--- src/iqe_pkg.sv ---
// iqe_pkg: shared types, constants and helpers of the infix expression evaluator
// used by the result channel interface, the serial multiply/divide unit and the top level
// no dependencies

package iqe_pkg;

  // fixed-point format
  localparam int FRAC_BITS = 16;
  localparam int INT_BITS  = 32;
  localparam int VAL_W     = 48;
  localparam int SAT_W     = ((INT_BITS + FRAC_BITS) < VAL_W) ? (INT_BITS + FRAC_BITS) : VAL_W;
  localparam int NUM_W     = 31;
  localparam int STAT_W    = 2;

  // saturation limits as magnitudes of SAT_W bits
  localparam logic [SAT_W-1:0] SAT_MAX     = {1'b0, {(SAT_W-1){1'b1}}};
  localparam logic [SAT_W-1:0] SAT_MIN_MAG = {1'b1, {(SAT_W-1){1'b0}}};

  // largest decimal literal
  localparam logic [NUM_W-1:0] NUM_MAX = ((SAT_W - 1 - FRAC_BITS) >= NUM_W) ?
    {NUM_W{1'b1}} : NUM_W'((64'd1 << (SAT_W - 1 - FRAC_BITS)) - 64'd1);

  // character codes
  localparam logic [7:0] CH_PLUS  = 8'h2B;
  localparam logic [7:0] CH_MINUS = 8'h2D;
  localparam logic [7:0] CH_MUL   = 8'h2A;
  localparam logic [7:0] CH_DIV   = 8'h2F;
  localparam logic [7:0] CH_ZERO  = 8'h30;
  localparam logic [7:0] CH_NINE  = 8'h39;
  localparam logic [7:0] CH_SPACE = 8'h20;

  typedef enum logic [1:0] {
    ST_OK       = 2'd0,
    ST_SYNTAX   = 2'd1,
    ST_DIVZERO  = 2'd2,
    ST_OVERFLOW = 2'd3
  } status_e;

  typedef enum logic [1:0] {
    MP_NONE = 2'd0,
    MP_MUL  = 2'd1,
    MP_DIV  = 2'd2
  } mul_pend_e;

  typedef enum logic [2:0] {
    OP_PLUS,
    OP_MINUS,
    OP_MUL,
    OP_DIV,
    OP_END
  } op_e;

  typedef enum logic [2:0] {
    S_IDLE,
    S_CLOSE,
    S_CALC,
    S_OPER,
    S_FINISH
  } state_e;

  typedef enum logic {
    SU_MUL,
    SU_DIV
  } su_op_e;

  // control between the top level and the serial unit
  typedef struct packed {
    logic   start;
    su_op_e op;
  } su_req_t;

  typedef struct packed {
    logic done;
    logic ovf;
  } su_rsp_t;

  // magnitude of a two's complement value
  function automatic logic [VAL_W-1:0] mag_of(logic signed [VAL_W-1:0] v);
    logic [VAL_W-1:0] m;
    m = v[VAL_W-1] ? (~v + VAL_W'(1)) : v;
    return m;
  endfunction

endpackage

--- src/iqe_char_if.sv ---
// iqe_char_if: input channel carrying one expression character per item
// depends on nothing

interface iqe_char_if;
  logic       valid;
  logic       ready;
  logic [7:0] char_code;
  logic       last;

  modport source (output valid, output char_code, output last, input ready);
  modport sink   (input valid, input char_code, input last, output ready);
endinterface

--- src/iqe_res_if.sv ---
// iqe_res_if: output channel carrying the value and status of one expression
// depends on iqe_pkg

interface iqe_res_if;
  logic                                 valid;
  logic                                 ready;
  logic signed [iqe_pkg::VAL_W-1:0]     value;
  logic        [iqe_pkg::STAT_W-1:0]    status;

  modport source (output valid, output value, output status, input ready);
  modport sink   (input valid, input value, input status, output ready);
endinterface

--- src/infix_expression_evaluator_unit.sv ---
// infix_expression_evaluator_unit: top level, character parser, accumulators and output item
// depends on iqe_pkg, iqe_char_if, iqe_res_if and iqe_serial_unit

// Evaluates an ASCII expression of non-negative decimal numbers joined by + - * /
// (no parentheses, * and / before + and -, left to right), one character per input
// item; the item with last set yields one result item with a signed Q31.16 value and
// a status (ok, syntax error, divide by zero, overflow with saturation). A digit, a
// space or an operator after a syntax or divide-by-zero error is only consumed. An
// operator that finishes a multiply or divide waits for the bit-serial multiply/divide
// unit, which produces one bit of the 48 x 48 product or of the 64-bit quotient per
// cycle and then saturates the result. After the final character the result is
// loaded into the output register as soon as any earlier result has been taken,
// which frees the input side while the result waits to be taken.

module infix_expression_evaluator_unit (
  input  logic       clk_i,
  input  logic       rst_ni,
  iqe_char_if.sink   in_i,
  iqe_res_if.source  res_o
);

  localparam int VW = iqe_pkg::VAL_W;
  localparam int NW = iqe_pkg::NUM_W;
  localparam logic signed [VW:0] POS_LIM =
    $signed({{(VW + 1 - iqe_pkg::SAT_W){1'b0}}, iqe_pkg::SAT_MAX});
  localparam logic signed [VW:0] NEG_LIM = -POS_LIM - (VW + 1)'(1);

  iqe_pkg::state_e      state_q, state_d;
  logic signed [VW-1:0] sum_q, sum_d;
  logic signed [VW-1:0] term_q, term_d;
  logic                 sign_q, sign_d;
  iqe_pkg::mul_pend_e   mul_q, mul_d;
  logic [NW-1:0]        num_q, num_d;
  logic                 have_q, have_d;
  iqe_pkg::status_e     err_q, err_d;
  iqe_pkg::op_e         op_q, op_d;
  logic                 out_valid_q, out_valid_d;
  logic signed [VW-1:0] out_value_q, out_value_d;
  iqe_pkg::status_e     out_status_q, out_status_d;

  logic                 in_acc;
  logic                 hard_err;
  logic                 is_digit, is_space, is_op;
  iqe_pkg::op_e         char_op;
  logic [3:0]           dig;
  logic [NW+3:0]        num_ext;
  logic                 num_ovf;
  logic signed [VW-1:0] num_val;
  logic signed [VW:0]   tot;
  logic                 out_free;
  iqe_pkg::su_req_t     su_req;
  iqe_pkg::su_rsp_t     su_rsp;
  logic signed [VW-1:0] su_res;

  // serial multiply/divide
  iqe_serial_unit u_serial (
    .clk_i  (clk_i),
    .rst_ni (rst_ni),
    .req_i  (su_req),
    .a_i    (term_q),
    .b_i    (num_val),
    .rsp_o  (su_rsp),
    .res_o  (su_res)
  );

  // character classification
  always_comb begin
    is_digit = (in_i.char_code >= iqe_pkg::CH_ZERO) && (in_i.char_code <= iqe_pkg::CH_NINE);
    is_space = (in_i.char_code == iqe_pkg::CH_SPACE);
    is_op    = 1'b1;
    char_op  = iqe_pkg::OP_PLUS;
    case (in_i.char_code)
      iqe_pkg::CH_PLUS:  char_op = iqe_pkg::OP_PLUS;
      iqe_pkg::CH_MINUS: char_op = iqe_pkg::OP_MINUS;
      iqe_pkg::CH_MUL:   char_op = iqe_pkg::OP_MUL;
      iqe_pkg::CH_DIV:   char_op = iqe_pkg::OP_DIV;
      default:           is_op   = 1'b0;
    endcase
    dig = 4'(in_i.char_code - iqe_pkg::CH_ZERO);
  end

  // arithmetic on the number and the sum
  always_comb begin
    num_ext = ((NW + 4)'(num_q) << 3) + ((NW + 4)'(num_q) << 1) + (NW + 4)'(dig);
    num_ovf = num_ext > (NW + 4)'(iqe_pkg::NUM_MAX);
    num_val = VW'(num_q) << iqe_pkg::FRAC_BITS;
    tot     = sign_q ? ({sum_q[VW-1], sum_q} - {term_q[VW-1], term_q})
                     : ({sum_q[VW-1], sum_q} + {term_q[VW-1], term_q});
  end

  assign hard_err = (err_q == iqe_pkg::ST_SYNTAX) || (err_q == iqe_pkg::ST_DIVZERO);
  assign in_acc   = in_i.valid && in_i.ready;
  assign out_free = !out_valid_q || res_o.ready;

  // next state
  always_comb begin
    state_d = state_q;
    case (state_q)
      iqe_pkg::S_IDLE: begin
        if (in_acc) begin
          if (hard_err) begin
            if (in_i.last) state_d = iqe_pkg::S_FINISH;
          end else if (is_digit || is_space) begin
            if (in_i.last) state_d = (is_digit || have_q) ? iqe_pkg::S_CLOSE : iqe_pkg::S_FINISH;
          end else if (is_op && have_q && !in_i.last) begin
            state_d = iqe_pkg::S_CLOSE;
          end else if (in_i.last) begin
            state_d = iqe_pkg::S_FINISH;
          end
        end
      end
      iqe_pkg::S_CLOSE: begin
        if (mul_q == iqe_pkg::MP_MUL) begin
          state_d = iqe_pkg::S_CALC;
        end else if (mul_q == iqe_pkg::MP_DIV) begin
          if (num_q == '0) begin
            state_d = (op_q == iqe_pkg::OP_END) ? iqe_pkg::S_FINISH : iqe_pkg::S_IDLE;
          end else begin
            state_d = iqe_pkg::S_CALC;
          end
        end else begin
          state_d = iqe_pkg::S_OPER;
        end
      end
      iqe_pkg::S_CALC: begin
        if (su_rsp.done) state_d = iqe_pkg::S_OPER;
      end
      iqe_pkg::S_OPER: begin
        state_d = (op_q == iqe_pkg::OP_END) ? iqe_pkg::S_FINISH : iqe_pkg::S_IDLE;
      end
      iqe_pkg::S_FINISH: begin
        if (out_free) state_d = iqe_pkg::S_IDLE;
      end
      default: state_d = iqe_pkg::S_IDLE;
    endcase
  end

  // handshake and unit control
  always_comb begin
    in_i.ready   = (state_q == iqe_pkg::S_IDLE);
    su_req.start = (state_q == iqe_pkg::S_CLOSE) &&
                   ((mul_q == iqe_pkg::MP_MUL) || ((mul_q == iqe_pkg::MP_DIV) && (num_q != '0)));
    su_req.op    = (mul_q == iqe_pkg::MP_DIV) ? iqe_pkg::SU_DIV : iqe_pkg::SU_MUL;
  end

  // accumulators and status
  always_comb begin
    sum_d        = sum_q;
    term_d       = term_q;
    sign_d       = sign_q;
    mul_d        = mul_q;
    num_d        = num_q;
    have_d       = have_q;
    err_d        = err_q;
    op_d         = op_q;
    out_valid_d  = out_valid_q && !res_o.ready;
    out_value_d  = out_value_q;
    out_status_d = out_status_q;
    case (state_q)
      iqe_pkg::S_IDLE: begin
        if (in_acc && !hard_err) begin
          if (is_digit) begin
            num_d  = num_ovf ? iqe_pkg::NUM_MAX : num_ext[NW-1:0];
            have_d = 1'b1;
            if (num_ovf && (err_q == iqe_pkg::ST_OK)) err_d = iqe_pkg::ST_OVERFLOW;
            if (in_i.last) op_d = iqe_pkg::OP_END;
          end else if (is_space) begin
            if (in_i.last) begin
              if (have_q) op_d = iqe_pkg::OP_END;
              else        err_d = iqe_pkg::ST_SYNTAX;
            end
          end else if (is_op) begin
            if (!have_q) begin
              err_d = iqe_pkg::ST_SYNTAX;
            end else if (in_i.last) begin
              // the operator closes the number, then nothing follows it
              err_d = ((mul_q == iqe_pkg::MP_DIV) && (num_q == '0)) ?
                      iqe_pkg::ST_DIVZERO : iqe_pkg::ST_SYNTAX;
            end else begin
              op_d = char_op;
            end
          end else begin
            err_d = iqe_pkg::ST_SYNTAX;
          end
        end
      end
      iqe_pkg::S_CLOSE: begin
        if (mul_q == iqe_pkg::MP_DIV) begin
          if (num_q == '0) err_d = iqe_pkg::ST_DIVZERO;
        end else if (mul_q != iqe_pkg::MP_MUL) begin
          term_d = num_val;
          num_d  = '0;
          have_d = 1'b0;
        end
      end
      iqe_pkg::S_CALC: begin
        if (su_rsp.done) begin
          term_d = su_res;
          num_d  = '0;
          have_d = 1'b0;
          if (su_rsp.ovf && (err_q == iqe_pkg::ST_OK)) err_d = iqe_pkg::ST_OVERFLOW;
        end
      end
      iqe_pkg::S_OPER: begin
        if (op_q == iqe_pkg::OP_MUL) begin
          mul_d = iqe_pkg::MP_MUL;
        end else if (op_q == iqe_pkg::OP_DIV) begin
          mul_d = iqe_pkg::MP_DIV;
        end else begin
          // fold the term into the sum with saturation
          if (tot > POS_LIM) begin
            sum_d = POS_LIM[VW-1:0];
            if (err_q == iqe_pkg::ST_OK) err_d = iqe_pkg::ST_OVERFLOW;
          end else if (tot < NEG_LIM) begin
            sum_d = NEG_LIM[VW-1:0];
            if (err_q == iqe_pkg::ST_OK) err_d = iqe_pkg::ST_OVERFLOW;
          end else begin
            sum_d = tot[VW-1:0];
          end
          term_d = '0;
          mul_d  = iqe_pkg::MP_NONE;
          sign_d = (op_q == iqe_pkg::OP_MINUS);
        end
      end
      iqe_pkg::S_FINISH: begin
        if (out_free) begin
          out_valid_d  = 1'b1;
          out_value_d  = hard_err ? '0 : sum_q;
          out_status_d = err_q;
          sum_d        = '0;
          term_d       = '0;
          sign_d       = 1'b0;
          mul_d        = iqe_pkg::MP_NONE;
          num_d        = '0;
          have_d       = 1'b0;
          err_d        = iqe_pkg::ST_OK;
        end
      end
      default: ;
    endcase
  end

  // control and state registers
  always_ff @(posedge clk_i or negedge rst_ni) begin
    if (!rst_ni) begin
      state_q     <= iqe_pkg::S_IDLE;
      sum_q       <= '0;
      term_q      <= '0;
      sign_q      <= 1'b0;
      mul_q       <= iqe_pkg::MP_NONE;
      num_q       <= '0;
      have_q      <= 1'b0;
      err_q       <= iqe_pkg::ST_OK;
      op_q        <= iqe_pkg::OP_PLUS;
      out_valid_q <= 1'b0;
    end else begin
      state_q     <= state_d;
      sum_q       <= sum_d;
      term_q      <= term_d;
      sign_q      <= sign_d;
      mul_q       <= mul_d;
      num_q       <= num_d;
      have_q      <= have_d;
      err_q       <= err_d;
      op_q        <= op_d;
      out_valid_q <= out_valid_d;
    end
  end

  // output item payload
  always_ff @(posedge clk_i) begin
    out_value_q  <= out_value_d;
    out_status_q <= out_status_d;
  end

  assign res_o.valid  = out_valid_q;
  assign res_o.value  = out_value_q;
  assign res_o.status = out_status_q;

endmodule

--- src/iqe_serial_unit.sv ---
// iqe_serial_unit: bit-serial fixed-point multiply (shift-add) and divide (restoring)
// one result bit per cycle, then a saturation step; depends on iqe_pkg

module iqe_serial_unit (
  input  logic                              clk_i,
  input  logic                              rst_ni,
  input  iqe_pkg::su_req_t                  req_i,
  input  logic signed [iqe_pkg::VAL_W-1:0]  a_i,
  input  logic signed [iqe_pkg::VAL_W-1:0]  b_i,
  output iqe_pkg::su_rsp_t                  rsp_o,
  output logic signed [iqe_pkg::VAL_W-1:0]  res_o
);

  localparam int MW    = iqe_pkg::VAL_W;
  localparam int NW    = MW + iqe_pkg::FRAC_BITS;
  localparam int PW    = 2 * MW;
  localparam int SW    = iqe_pkg::SAT_W;
  localparam int CNT_W = $clog2(NW + 1);

  logic                    busy_q, busy_d;
  logic                    fix_q, fix_d;
  logic                    done_q, done_d;
  logic                    ovf_q, ovf_d;
  iqe_pkg::su_op_e         op_q, op_d;
  logic                    neg_q, neg_d;
  logic [MW-1:0]           opnd_q, opnd_d;
  logic [PW-1:0]           prod_q, prod_d;
  logic [MW-1:0]           rem_q, rem_d;
  logic [NW-1:0]           sh_q, sh_d;
  logic [CNT_W-1:0]        cnt_q, cnt_d;
  logic signed [MW-1:0]    res_q, res_d;

  logic [MW:0]             mul_sum;
  logic [MW:0]             div_try;
  logic                    div_bit;
  logic [MW:0]             div_rem;
  logic [PW-1:0]           mag_full;
  logic                    hi_nz;
  logic [SW-1:0]           lo;

  // one step of each algorithm
  always_comb begin
    mul_sum = {1'b0, prod_q[PW-1:MW]} + (prod_q[0] ? {1'b0, opnd_q} : '0);
    div_try = {rem_q, sh_q[NW-1]};
    div_bit = (div_try >= {1'b0, opnd_q});
    div_rem = div_bit ? (div_try - {1'b0, opnd_q}) : div_try;
  end

  // saturation of the final magnitude
  always_comb begin
    mag_full = (op_q == iqe_pkg::SU_MUL) ? (prod_q >> iqe_pkg::FRAC_BITS) : PW'(sh_q);
    hi_nz    = |mag_full[PW-1:SW];
    lo       = mag_full[SW-1:0];
  end

  // sequencing and datapath
  always_comb begin
    busy_d = busy_q;
    fix_d  = 1'b0;
    done_d = 1'b0;
    ovf_d  = ovf_q;
    op_d   = op_q;
    neg_d  = neg_q;
    opnd_d = opnd_q;
    prod_d = prod_q;
    rem_d  = rem_q;
    sh_d   = sh_q;
    cnt_d  = cnt_q;
    res_d  = res_q;
    if (req_i.start) begin
      busy_d = 1'b1;
      op_d   = req_i.op;
      neg_d  = a_i[MW-1] ^ b_i[MW-1];
      rem_d  = '0;
      if (req_i.op == iqe_pkg::SU_MUL) begin
        opnd_d = iqe_pkg::mag_of(a_i);
        prod_d = {{MW{1'b0}}, iqe_pkg::mag_of(b_i)};
        cnt_d  = CNT_W'(MW);
      end else begin
        opnd_d = iqe_pkg::mag_of(b_i);
        sh_d   = NW'(iqe_pkg::mag_of(a_i)) << iqe_pkg::FRAC_BITS;
        cnt_d  = CNT_W'(NW);
      end
    end else if (busy_q) begin
      if (op_q == iqe_pkg::SU_MUL) begin
        prod_d = {mul_sum, prod_q[MW-1:1]};
      end else begin
        rem_d = div_rem[MW-1:0];
        sh_d  = {sh_q[NW-2:0], div_bit};
      end
      cnt_d = cnt_q - CNT_W'(1);
      if (cnt_q == CNT_W'(1)) begin
        busy_d = 1'b0;
        fix_d  = 1'b1;
      end
    end else if (fix_q) begin
      done_d = 1'b1;
      if (neg_q) begin
        ovf_d = hi_nz || (lo > iqe_pkg::SAT_MIN_MAG);
        res_d = ovf_d ? (MW'(0) - MW'(iqe_pkg::SAT_MIN_MAG)) : (MW'(0) - MW'(lo));
      end else begin
        ovf_d = hi_nz || (lo > iqe_pkg::SAT_MAX);
        res_d = ovf_d ? MW'(iqe_pkg::SAT_MAX) : MW'(lo);
      end
    end
  end

  // control registers
  always_ff @(posedge clk_i or negedge rst_ni) begin
    if (!rst_ni) begin
      busy_q <= 1'b0;
      fix_q  <= 1'b0;
      done_q <= 1'b0;
      cnt_q  <= '0;
      op_q   <= iqe_pkg::SU_MUL;
    end else begin
      busy_q <= busy_d;
      fix_q  <= fix_d;
      done_q <= done_d;
      cnt_q  <= cnt_d;
      op_q   <= op_d;
    end
  end

  // data registers
  always_ff @(posedge clk_i) begin
    ovf_q  <= ovf_d;
    neg_q  <= neg_d;
    opnd_q <= opnd_d;
    prod_q <= prod_d;
    rem_q  <= rem_d;
    sh_q   <= sh_d;
    res_q  <= res_d;
  end

  assign rsp_o.done = done_q;
  assign rsp_o.ovf  = ovf_q;
  assign res_o      = res_q;

endmodule

--- src/flat_wrapper.sv ---
// flat-port wrapper written by rule: the top's interface ports become plain ports
module infix_expression_evaluator_unit_flat 
  (clk_i, rst_ni, in_i_valid, in_i_char_code, in_i_last, in_i_ready, res_o_valid, res_o_value, res_o_status, res_o_ready);
  iqe_char_if in_i_i ();
  iqe_res_if res_o_i ();
  input  logic clk_i;
  input  logic rst_ni;
  input wire logic [$bits(in_i_i.valid)-1:0] in_i_valid;
  input wire logic [$bits(in_i_i.char_code)-1:0] in_i_char_code;
  input wire logic [$bits(in_i_i.last)-1:0] in_i_last;
  output wire logic [$bits(in_i_i.ready)-1:0] in_i_ready;
  output wire logic [$bits(res_o_i.valid)-1:0] res_o_valid;
  output wire logic [$bits(res_o_i.value)-1:0] res_o_value;
  output wire logic [$bits(res_o_i.status)-1:0] res_o_status;
  input wire logic [$bits(res_o_i.ready)-1:0] res_o_ready;
  assign in_i_i.valid = in_i_valid;
  assign in_i_i.char_code = in_i_char_code;
  assign in_i_i.last = in_i_last;
  assign in_i_ready = in_i_i.ready;
  assign res_o_valid = res_o_i.valid;
  assign res_o_value = res_o_i.value;
  assign res_o_status = res_o_i.status;
  assign res_o_i.ready = res_o_ready;
  infix_expression_evaluator_unit u_core (.clk_i(clk_i), .rst_ni(rst_ni), .in_i(in_i_i), .res_o(res_o_i));
endmodule
--- config.mk ---
export PLATFORM = sky130hd
export DESIGN_NAME = infix_expression_evaluator_unit_flat
export DESIGN_NICKNAME = d
export VERILOG_FILES = /design/src/iqe_pkg.sv /design/src/iqe_char_if.sv /design/src/iqe_res_if.sv /design/src/infix_expression_evaluator_unit.sv /design/src/iqe_serial_unit.sv /design/src/flat_wrapper.sv
export SDC_FILE = /design/constraint.sdc
export NUM_CORES = 2
export LEC_CHECK = 0
export BUFFER_PORTS_ARGS = -buffer_cell sky130_fd_sc_hd__buf_2
export CAP_MARGIN = 0
export CORE_ASPECT_RATIO = 1.5
export CORE_MARGIN = 3
export CORE_UTILIZATION = 45
export CTS_CLUSTER_DIAMETER = 200
export DETAILED_ROUTE_END_ITERATION = 6
export PLACE_DENSITY = 0.62
export SYNTH_ARGS = -nofsm -noshare
export SYNTH_HDL_FRONTEND = slang
export SYNTH_SLANG_ARGS = --single-unit
--- constraint.sdc ---
create_clock -name clk_i -period 15.15 [get_ports clk_i]
set_clock_uncertainty 0.05 [all_clocks]
set_input_delay 0.7575 -clock clk_i [delete_from_list [all_inputs] [get_ports clk_i]]
set_output_delay 0.7575 -clock clk_i [all_outputs]
set_load 0.02 [all_outputs]
==> impl_summary.log <==
INFO  metric worstPathArrival = around 7.4 ns
INFO  metric outcome = finished, violations left
INFO  metric intPower = 4090 µW
INFO  metric layout.cells.most_common = sky130_fd_sc_hd__nand2_1
INFO  metric max_slew_margin = between 30% and 40%
INFO  metric synth.ff_latch_count = 507
INFO  metric finalSetupViolations = 0
INFO  metric overflow_after_grt = 0
INFO  metric routabilityCongestion = about 0.94
INFO  metric worstMarginPinSlew = roughly 1.0 ns
INFO  metric rr_worst_depth = 22
INFO  metric io_buffer_count = 64
INFO  metric end_kind = register
INFO  metric fin_setup_tns = 0 ns
INFO  metric synth_nets = ~4200
INFO  metric worst-path-max-fanout = 28
INFO  metric power_density = between 200 and 250 nW/µm²
INFO  metric grt_max_degree = approximately 100
INFO  metric ctsHtreeMaxLevel = 2
INFO  metric postSynthAreaPerCell = a little under 9 µm²
INFO  metric power_switching_share = a little under half
INFO  metric finalHoldViolCount = 0
INFO  metric synth_flop_cell = sky130_fd_sc_hd__edfxtp_1
INFO  metric start_util = between 40% and 50%
INFO  metric ant_nets = 0
INFO  metric worst-endpoint-required = roughly 16 ns
INFO  metric crit-reg2reg-capture = u_core.sum_q[29]
INFO  metric cts_tree = done
INFO  metric synth_sequential_area_ratio = approximately two fifths
INFO  metric cts_sinks = 507
INFO  metric worst_setup_path_start_kind = register
INFO  metric violations = design-rule violations
INFO  metric crit-reg2reg-launch = u_core.term_q[1]
INFO  metric groute.usage.overall = between 20% and 30%
INFO  metric hold_buffers = 0
INFO  metric dr_total_vias = roughly 30000
INFO  metric via_count_of_the_first_global_routing_pass = 28900
INFO  metric power.total = around 7800 µW
INFO  metric fin_crit_sh = between 40% and 50%
INFO  metric finish.net_count = 4156
INFO  metric synth_cells = 3981
INFO  metric final_slew_violations = 0
INFO  metric drive_above_1_share = under 10%
INFO  metric detailedRoute.firstPassIterationCount = 7
INFO  metric cts-buffers-inserted = 54
INFO  metric post-place-cells = 4877
INFO  metric grt_first_pass_wirelength = around 170000 µm
INFO  metric die_x = ~230 µm
INFO  metric final_cell_mix = sky130_fd_sc_hd__nand2_1, sky130_fd_sc_hd__nor2_1, sky130_fd_sc_hd__edfxtp_1
INFO  metric post_drt_wl_per_cell = 21.8 µm
INFO  metric rrSetupSlack = between 8 and 9 ns
INFO  metric grt_setup_unrepaired = false
INFO  metric worstHoldPathType = input port to async pin
INFO  metric syn_area = around 35000 µm²
INFO  metric top_level_ports = 65
INFO  metric quantity_of_gates_resized_following_cts = 0
INFO  metric clk_root_buffer_cell = sky130_fd_sc_hd__clkbuf_16
INFO  metric yosysUniqueCellTypes = between 80 and 90
INFO  metric stdcell_count = between 4000 and 5000
INFO  metric insertion_delay_to_the_later_sink_of_the_worst_skew_pair = around 0.64 ns
INFO  metric final_critical_path_required_period = 7.02 ns
INFO  metric post-route-drc-count = 5
INFO  metric timing.fmax = around 0.14 GHz
INFO  metric power.sequential.fraction = approximately 28%
INFO  metric worst_hold_slack_across_all_endpoints = 0.181 ns
INFO  metric clockPowerShare = ~18%
INFO  metric synthToLayoutAreaGrowth = 8.43%
INFO  metric bufs_on_longest_clock_path = 3
INFO  metric floorplan.die_area = 81300 µm²
INFO  metric drv.max_cap_violation_count = 0
INFO  metric detailed_place_hpwl = approximately 80000 µm
INFO  metric synth_edf_count = between 300 and 400
INFO  metric net_switching_power_figure = about 3700 µW
INFO  metric synth-async-reset-ratio = roughly 30%
INFO  metric drt_first_iter_violations = between 2000 and 2500
INFO  metric antenna_found_initial = 0
INFO  metric wl = approximately 110000 µm
INFO  metric routed_via_density = between 5 and 6
INFO  metric placement_rows = between 100 and 150
INFO  metric ys.warnings.count = 0
INFO  metric floorplan.core_area = 76600 µm²
INFO  metric vdd_drop_max = roughly 0.16 mV
INFO  metric clkTransAtPathRegs = around 0.07 ns
INFO  metric path_class = register to register
INFO  metric dieHeight = roughly 350 µm
INFO  metric cts_setup_buffers = 0
INFO  metric power.static_leakage = around 0.015 µW
INFO  metric pwr-share-comb = 54.3%
INFO  metric final_core_utilization = 49.5%
-- per-stage QoR --
stage | worst slack (ns) | instance area, µm²
floorplan | 8.48 | 35000
global placement | 8.35 | 36200
detailed placement | 8.24 | 36200
CTS | 8.19 | 38000
global route | 7.52 | 38000
finish | 8.13 | 38000
-- how the worst max path moves through the flow --
stage / depth (start not counted) / endpoint / start / slack (ns)
6_report: 22 / u_core.sum_q[29] / u_core.term_q[1] / 8.13
4_1_cts: 22 / u_core.sum_q[29] / u_core.term_q[1] / 8.19
5_1_grt: 20 / u_core.sum_q[29] / u_core.term_q[0] / 7.52
3_5_place_dp: 22 / u_core.sum_q[8] / u_core.term_q[1] / 8.24
2_1_floorplan: 9 / u_core.u_serial.prod_q[0] / u_core.u_serial.op_q / 8.48
3_3_place_gp: 22 / u_core.sum_q[4] / u_core.term_q[1] / 8.35
-- cell type report --
type                       count  area, µm²
antenna                        2       5.00
clock buffer                  68       1480
clock inverter                33        337
fill                        7387      38700
inverter                     125        474
multi-input combinational   3133      19800
sequential                   507      14000
tap                         1008       1260
timing repair buffer         104        627
-- logic make-up (layout without fill, tap and decap cells) --
family,Yosys count,count (layout),share of synthesized area [%]
AOI/OAI and AO/OA,1037,1037,18.7
xor gates and xnor gates,242,242,6.09
adders and majority gates,219,219,7.92
buffers and inverters,341,330,3.76
DFF,507,507,39.9
muxes,104,104,3.12
other,0,2,0
and+or+nand+nor,1531,1531,20.4
-- routing by layer --
layer / GRT usage (%) / vias up / share of wire, %
li1: - / 14200 / -
met1: 30.4 / 14100 / 38
met2: 46.5 / 782 / 51
met3: 2.97 / 279 / 4.4
met4: 16.3 / 0 / 7.2
met5: 0 / - / 0
-- critical path, cell delays in order (launching register included) --
cell,delay (ns)
sky130_fd_sc_hd__dfrtp_1,0.43
sky130_fd_sc_hd__nor4_2,0.39
sky130_fd_sc_hd__nand3b_1,0.19
sky130_fd_sc_hd__or4_4,0.53
sky130_fd_sc_hd__or4_1,0.44
sky130_fd_sc_hd__or3_1,0.35
sky130_fd_sc_hd__or3_1,0.35
sky130_fd_sc_hd__or3_4,0.36
sky130_fd_sc_hd__nor3_1,0.15
sky130_fd_sc_hd__nor2_1,0.07
sky130_fd_sc_hd__xnor2_1,0.15
sky130_fd_sc_hd__ha_1,0.37
sky130_fd_sc_hd__nand2_1,0.12
sky130_fd_sc_hd__nor3_1,0.25
sky130_fd_sc_hd__nand2b_1,0.11
sky130_fd_sc_hd__o211ai_1,0.19
sky130_fd_sc_hd__a21oi_1,0.12
sky130_fd_sc_hd__o311ai_0,0.66
sky130_fd_sc_hd__xnor2_1,0.22
sky130_fd_sc_hd__nor3_1,0.12
sky130_fd_sc_hd__o21bai_2,0.62
sky130_fd_sc_hd__buf_4,0.43
sky130_fd_sc_hd__o211ai_1,0.15
-- cell usage after synthesis, types with 33 or more instances --
master                     count  area, µm²
sky130_fd_sc_hd__a21o_1      120        901
sky130_fd_sc_hd__a21oi_1     292       1460
sky130_fd_sc_hd__a221oi_1     33        289
sky130_fd_sc_hd__a31oi_1      35        219
sky130_fd_sc_hd__and2_1      102        638
sky130_fd_sc_hd__clkbuf_1    185        694
sky130_fd_sc_hd__dfrtp_1     151       3780
sky130_fd_sc_hd__dfxtp_1      48        961
sky130_fd_sc_hd__edfxtp_1    308       9250
sky130_fd_sc_hd__ha_1        213       2670
sky130_fd_sc_hd__inv_1       124        465
sky130_fd_sc_hd__mux2_2       40        450
sky130_fd_sc_hd__mux2i_1      64        641
sky130_fd_sc_hd__nand2_1     581       2180
sky130_fd_sc_hd__nand2b_1     42        263
sky130_fd_sc_hd__nand3_1     113        566
sky130_fd_sc_hd__nand4_1      41        257
sky130_fd_sc_hd__nor2_1      335       1260
sky130_fd_sc_hd__nor2b_1      88        551
sky130_fd_sc_hd__nor3_1       84        420
sky130_fd_sc_hd__nor4_1       33        206
sky130_fd_sc_hd__o211ai_1     76        571
sky130_fd_sc_hd__o21ai_0     255       1280
sky130_fd_sc_hd__xnor2_1     171       1500
sky130_fd_sc_hd__xor2_1       70        613
-- flip-flops by register name, indices dropped and copies added (netlist names) --
signal,cells
u_core.have_q,1
u_core.u_serial.sh_q,64
u_core.term_q,48
u_core.u_serial.op_q,1
u_core.u_serial.done_q,1
u_core.u_serial.prod_q,96
u_core.u_serial.ovf_q,1
u_core.u_serial.busy_q,1
u_core.num_q,31
u_core.u_serial.res_o,48
u_core.u_serial.fix_q,1
u_core.u_serial.opnd_q,48
u_core.u_serial.cnt_q,7
u_core.u_serial.neg_q,1
u_core.op_q,3
u_core.u_serial.rem_q,48
u_core.sum_q,48
u_core.sign_q,1
u_core.mul_q,2
u_core.res_o.value,48
u_core.res_o.status,2
u_core.state_q,3
u_core.res_o.valid,1
u_core.err_q,2
-- power groups by stage --
stage	clock, µW	combinational [µW]	sequential, µW
CTS	1410	4230	2160
finish	1390	4220	2170
detailed placement	0	4200	2190
global route	1460	4660	2190
global placement	0	4200	2190
floorplan	0	3050	2000
Note: power is estimated with default switching activity, not from simulation.
